**config.mk**
```make
export PLATFORM = sky130hd
export DESIGN_NAME = swm_cell
export DESIGN_NICKNAME = d
export VERILOG_FILES = /design/src/rtl/swm_pkg.sv /design/src/rtl/swm_cell.sv
export SDC_FILE = /design/constraint.sdc
export NUM_CORES = 1
export LEC_CHECK = 0
export ABC_AREA = 1
export ABC_CLOCK_PERIOD_IN_PS = 3510
export BUFFER_PORTS_ARGS = -buffer_cell sky130_fd_sc_hd__buf_2
export CAP_MARGIN = 20
export CORE_MARGIN = 3
export CORE_UTILIZATION = 48
export CTS_CLUSTER_SIZE = 20
export DETAILED_ROUTE_END_ITERATION = 7
export PLACE_DENSITY = 0.81
export SLEW_MARGIN = 20
export SYNTH_ARGS = -nofsm -noshare
export SYNTH_HDL_FRONTEND = slang
export SYNTH_SLANG_ARGS = --single-unit
```
**constraint.sdc**
```tcl
create_clock -name clk -period 3.51 [get_ports clk]
set_input_delay 0.702 -clock clk [delete_from_list [all_inputs] [get_ports clk]]
set_output_delay 0.702 -clock clk [all_outputs]
set_load 0.005 [all_outputs]
```
**src/rtl/swm_pkg.sv**
```systemverilog
package swm_pkg;

  localparam int CFG_BITS = 7;

  typedef struct packed {
    logic flush;
    logic step;
    logic restart;
    logic shift;
  } swm_ctl_t;

endpackage

```
**src/rtl/swm_cell.sv**
```systemverilog
module swm_cell
  import swm_pkg::*;
#(
  parameter int DW = 16,
  parameter int AW = 7
) (
  input  logic                 clk,
  input  logic                 rst_n,
  input  swm_ctl_t             ctl,
  input  logic signed [DW-1:0] sample_i,
  input  logic [AW-1:0]        win_i,
  input  logic                 prev_ok_i,
  input  logic                 nb_valid_i,
  input  logic signed [DW-1:0] nb_value_i,
  input  logic [AW-1:0]        nb_age_i,
  input  logic                 nb_surv_i,
  output logic                 valid_o,
  output logic signed [DW-1:0] value_o,
  output logic [AW-1:0]        age_o,
  output logic                 surv_o
);

  logic                 valid_r, valid_nxt;
  logic signed [DW-1:0] value_r, value_nxt;
  logic [AW-1:0]        age_r, age_nxt;
  logic                 src_valid;
  logic signed [DW-1:0] src_value;
  logic [AW-1:0]        src_age;
  logic                 src_surv;

  // A candidate stays if it is still inside the window and not below the new sample.
  assign surv_o = valid_r && !ctl.restart && (age_r < win_i) && !(sample_i > value_r);

  always_comb begin
    src_valid = ctl.shift ? nb_valid_i : valid_r;
    src_value = ctl.shift ? nb_value_i : value_r;
    src_age   = ctl.shift ? nb_age_i : age_r;
    src_surv  = ctl.shift ? nb_surv_i : surv_o;
    valid_nxt = valid_r;
    value_nxt = value_r;
    age_nxt   = age_r;
    if (ctl.flush) begin
      valid_nxt = 1'b0;
    end else if (ctl.step) begin
      if (src_surv && src_valid) begin
        valid_nxt = 1'b1;
        value_nxt = src_value;
        age_nxt   = src_age + AW'(1);
      end else if (prev_ok_i) begin
        valid_nxt = 1'b1;
        value_nxt = sample_i;
        age_nxt   = AW'(1);
      end else begin
        valid_nxt = 1'b0;
      end
    end
  end

  always_ff @(posedge clk) begin
    if (!rst_n) begin
      valid_r <= 1'b0;
    end else begin
      valid_r <= valid_nxt;
    end
  end

  always_ff @(posedge clk) begin
    value_r <= value_nxt;
    age_r   <= age_nxt;
  end

  assign valid_o = valid_r;
  assign value_o = value_r;
  assign age_o   = age_r;

endmodule

```
== Word-level counts from Yosys, hierarchy flattened ==
Index checks and enable logic that the tools add are counted.

* Register bits: 24
* Input bits: 55

* Add/sub/neg operators: 1
* Bitwise logic cells: 2
* Equal/unequal tests: 1
* Muxes and demuxes: 10
* Order comparisons: 2
* Reduce and logical (&&, ||, !) cells: 10

{| class="wikitable"
|+ Operators by type and width
! kind !! number
|-
| 16-bit 2-to-1 mux || 3
|-
| 7-bit 2-to-1 mux || 3
|-
| 16-bit > comparator || 1
|-
| 7-bit by 1-bit adder with 7-bit output, second input constant || 1
|-
| 7-bit < comparator || 1
|-
| 1-bit logical AND || 4
|-
| 1-bit 2-to-1 mux || 4
|-
| 4-bit AND reduction || 1
|-
| 3-bit AND reduction || 1
|-
| 1-bit logical NOT || 2
|-
| 2-bit inequality test, second input constant || 1
|-
| 1-bit NOT || 2
|-
| 2-bit nonzero test || 1
|-
| 2-bit OR reduction || 1
|}

== Depth between registers and ports, before layout ==
* Depth in word-level cells: 8
* Mapped depth: 19
* Mapped depth without buffers: 18

== Worst setup path before layout ==
No wires, ideal clock.

* Path kind: input-to-reg
* Start: in win_i[2]
* End: reg value_r[0], in the netlist value_o[0] (enable)
* Slack: 0.620 ns
* Stages on the path: 11
* Path buffers: 0
* Required time: 3.122 ns
* Arrival time: 2.502 ns
* Cells stage by stage: inv_1 -> ha_1 -> a21oi_1 -> nand2_1 -> a21oi_1 -> nor2_1 -> nor3_2 -> nand3_2 -> nand3_1 -> nand2_1 -> nor2_1

* Longest elaborated chain between the ends: 7
* Elaborated cells between the ends (all ways): 8

{| class="wikitable"
|+ RTL lines
! element !! RTL line !! source
|-
| start, declared || swm_cell.sv:11 || <nowiki>input logic [AW-1:0] win_i,</nowiki>
|-
| 7-bit < comparator (*) || swm_cell.sv:32 || <nowiki>assign surv_o = valid_r && !ctl.restart && (age_r < win_i) && !(sample_i > value_r);</nowiki>
|-
| 1-bit logical AND (*) (2 in series) || swm_cell.sv:32 ||
|-
| 1-bit 2-to-1 mux (*) || swm_cell.sv:38 || <nowiki>src_surv = ctl.shift ? nb_surv_i : surv_o;</nowiki>
|-
| 1-bit logical AND (*) || swm_cell.sv:45 || <nowiki>if (src_surv && src_valid) begin</nowiki>
|-
| 2-bit inequality test (no source line) or 2-bit nonzero test (tied branches) || - ||
|-
| 4-bit AND reduction (no source line) (*) || - ||
|-
| end signal, assigned || swm_cell.sv:68 || <nowiki>value_r <= value_nxt;</nowiki>
|-
| end, declared || swm_cell.sv:24 || <nowiki>logic signed [DW-1:0] value_r, value_nxt;</nowiki>
|}

Every way passes the cells marked *; elsewhere a longest branch is shown, timed or not.
A chain may end at the register's enable or synchronous reset.

== Worst setup path in the final report ==
* Start: in sample_i[7]
* End: out surv_o

* Longest elaborated chain between the ends: 3

{| class="wikitable"
|+ RTL lines
! element !! RTL line !! source
|-
| start, declared || swm_cell.sv:10 || <nowiki>input logic signed [DW-1:0] sample_i,</nowiki>
|-
| 16-bit > comparator || swm_cell.sv:32 ||
|-
| 1-bit logical NOT || swm_cell.sv:32 ||
|-
| 1-bit logical AND || swm_cell.sv:32 ||
|-
| end, declared || swm_cell.sv:20 || <nowiki>output logic surv_o</nowiki>
|}

Every way passes these cells.

==> out/metrics.cfg <==
[finish]
nNetsFinal=398
final_area_mm2=0.00237
antenna_cells=0
stdcell_count=367
layout-drive-gt1-share=0.310
fillCellCount=330
syn_to_final_growth_pct=25.0

[detailed_routing]
wl_um=4040
drt-vias-per-instance=4.70
dr.pass1.iters=4
vias=1726
wl_per_cell_um=11.0
drt-initial-drc-count=58
remaining_drc_errors=0
ant_nets=0

[min_path]
min_from=valid_o
hold_class=flip-flop to flip-flop
holdPathStages=2
hold_path_end=valid_o

[yosys]
yosysWarningCount=0
synth_enable_flop_cells=23
ys_types=32
syn_area_mm2=0.00189
mappedNetlistNets=316
yosys_register_bits=24
seq_area_frac_synth=0.375
avgSynthCellArea_um2=7.96
synth_cells=238
synthFlopType=edfxtp_1
async_flop_share=0

[clock_tree]
clock_latency_ns=0.26
cts.path.max_buffers=2
numCtsBuffers=3
path_clk_slew_ns=0.08
cts_root_buf=clkbuf_8
htreeDepth=1
ctsResizeCount=0
cts_tree=yes
post_cts_buffers=0
hold_buffers=0
clkSinkCount=24

[setup_path]
cp_cell_sequence=buf_2, ha_1, a21o_1, nor2_1, nand2_1, nand2_1, nand2_1, nand2_1, nand3_2, and2_1, buf_2
rrSetupSlack_ns=1.08
r2r-end=age_o[2]
r2r_cells=10
critPathLaunchType=input pin
cp_top_family=simple AND/OR/NAND/NOR gates
path_class=input pin to output pin
crit_buf_inv=2
arrival_ns=1.99
slowest_delay_ns=0.30
worst_ep_required_time_ns=2.81
cpMaxStageDelayCell=ha_1
setup.worst_path.start=sample_i[7]
cp_common_cell=nand2_1
crit_path_end_kind=output pin
r2r_start=age_o[2]
path_max_fanout=2

[global_route]
grt_max_degree=22
grt-ovfl-total=0
antenna_found_initial=0
grt_first_pass_wirelength_um=6390
grt_pass1_vias=1513
grt_usage=0.181

[die]
die_h_um=68.8
core_mm2=0.00374
die-area_mm2=0.00474
pin_count=80
initial_core_util=0.506
dieWidth_um=68.8
num_rows=22

[sta]
worstMarginPinSlew_ns=0.515
period_needed_ns=2.69
max-slew-margin-rel=0.655
rsz0062_at_grt=false
hold_viol_final=0
setup-violations-final=0
worst_hold_slack_ns=0.480
fmax_mhz=372
fin_ws_ns=0.821
setup-tns-final_ns=0
slew_viol_final=0
finClkSkew_ns=0.00164
finalCritPeriodShare=0.766

[placement]
dp_hpwl_um=3390
io_buffers=79
placed_area_mm2=0.00232
place_ws_ns=0.654
place_inst=363
gp_congestion=0.766

[power]
powerDensity_mw_per_mm2=274
peakVddDrop_mv=0.174
leakage_uw=0.00133

[job]
maxCapViolations=0

[run_status]
status=finished clean

state kept, by name (all words and copies together), names as in the netlist:
name / cells
age_o: 7
valid_o: 1
value_o: 16
report_power, final:
| part | switching, uW | internal (uW) | leakage [uW] |
|---|---|---|---|
| clock network | 84.3 | 81.0 | 0.0000228 |
| logic | 83.9 | 68.3 | 0.00109 |
| registers | 5.56 | 327 | 0.000221 |
| total | 174 | 476 | 0.00133 |
routing by layer:
layer / vias to the layer above / GRT usage / wire length [um]
met5: - / 0 / 0
met4: 0 / 0.0462 / 29
met3: 4 / 0.0194 / 281
met2: 56 / 0.335 / 2000
met1: 751 / 0.222 / 1730
li1: 915 / - / -
synth_stat cells (3+ instances only):
cell,instances,area share
nand2_1,88,0.17
inv_1,43,0.085
edfxtp_1,23,0.36
ha_1,23,0.15
nor2_1,11,0.022
nand3_1,8,0.021
a21oi_1,7,0.018
buf_6,3,0.018
layout by cell type, fill, tap and decap left out, drive strengths merged:
master	n
a21o	2
nand3b	1
clkbuf	4
nor4	1
nor3	3
o21ai	5
inv	45
mux2i	1
xor2	2
nand2	89
nand4	1
dfxtp	1
xnor2	1
nand3	10
and2	1
ha	23
a31oi	1
edfxtp	23
or2	3
a21oi	8
nor2	13
buf	81
per-stage QoR:
step,utilization,power (uW)
after global routing,0.633,690
after CTS,0.633,655
final,0.633,650
after global placement,0.621,486
after detailed placement,0.621,492
after floorplan,-,433
kinds of logic (layout without fill, tap and decap cells):
kind of cell | Yosys count | count (layout) | synth area share
compound gates | 16 | 16 | 0.0515
xor+xnor | 3 | 3 | 0.0139
flops | 24 | 24 | 0.375
fa+ha+maj | 23 | 23 | 0.152
buf+inv | 49 | 130 | 0.114
mux | 1 | 1 | 0.00528
simple gates | 122 | 122 | 0.289
tightest hold or removal path: cells and delay by family (launching register included):
| family | cells | cell delay (ns) |
|---|---|---|
| and+or+nand+nor | 1 | 0.06 |
| AOI/OAI and AO/OA | 1 | 0.05 |
| DFF | 1 | 0.33 |
final cells by class:
type,instances,area (um^2),share of cell area
multi-input combinational,165,968,0.409
sequential,24,711,0.300
timing repair buffer,81,410,0.173
inverter,45,174,0.0734
tap,48,60.1,0.0254
clock buffer,4,45.0,0.0190
worst max-delay path by stage:
stage                       to  slack (ns)  cells after the start
floorplan           value_o[0]        0.62                     11
global placement      age_o[0]        0.73                     13
detailed placement    age_o[2]        0.65                     12
CTS                     surv_o        0.80                     11
global route            surv_o        0.67                     13
finish                  surv_o        0.82                     11
(Power assumes the default switching activity.)
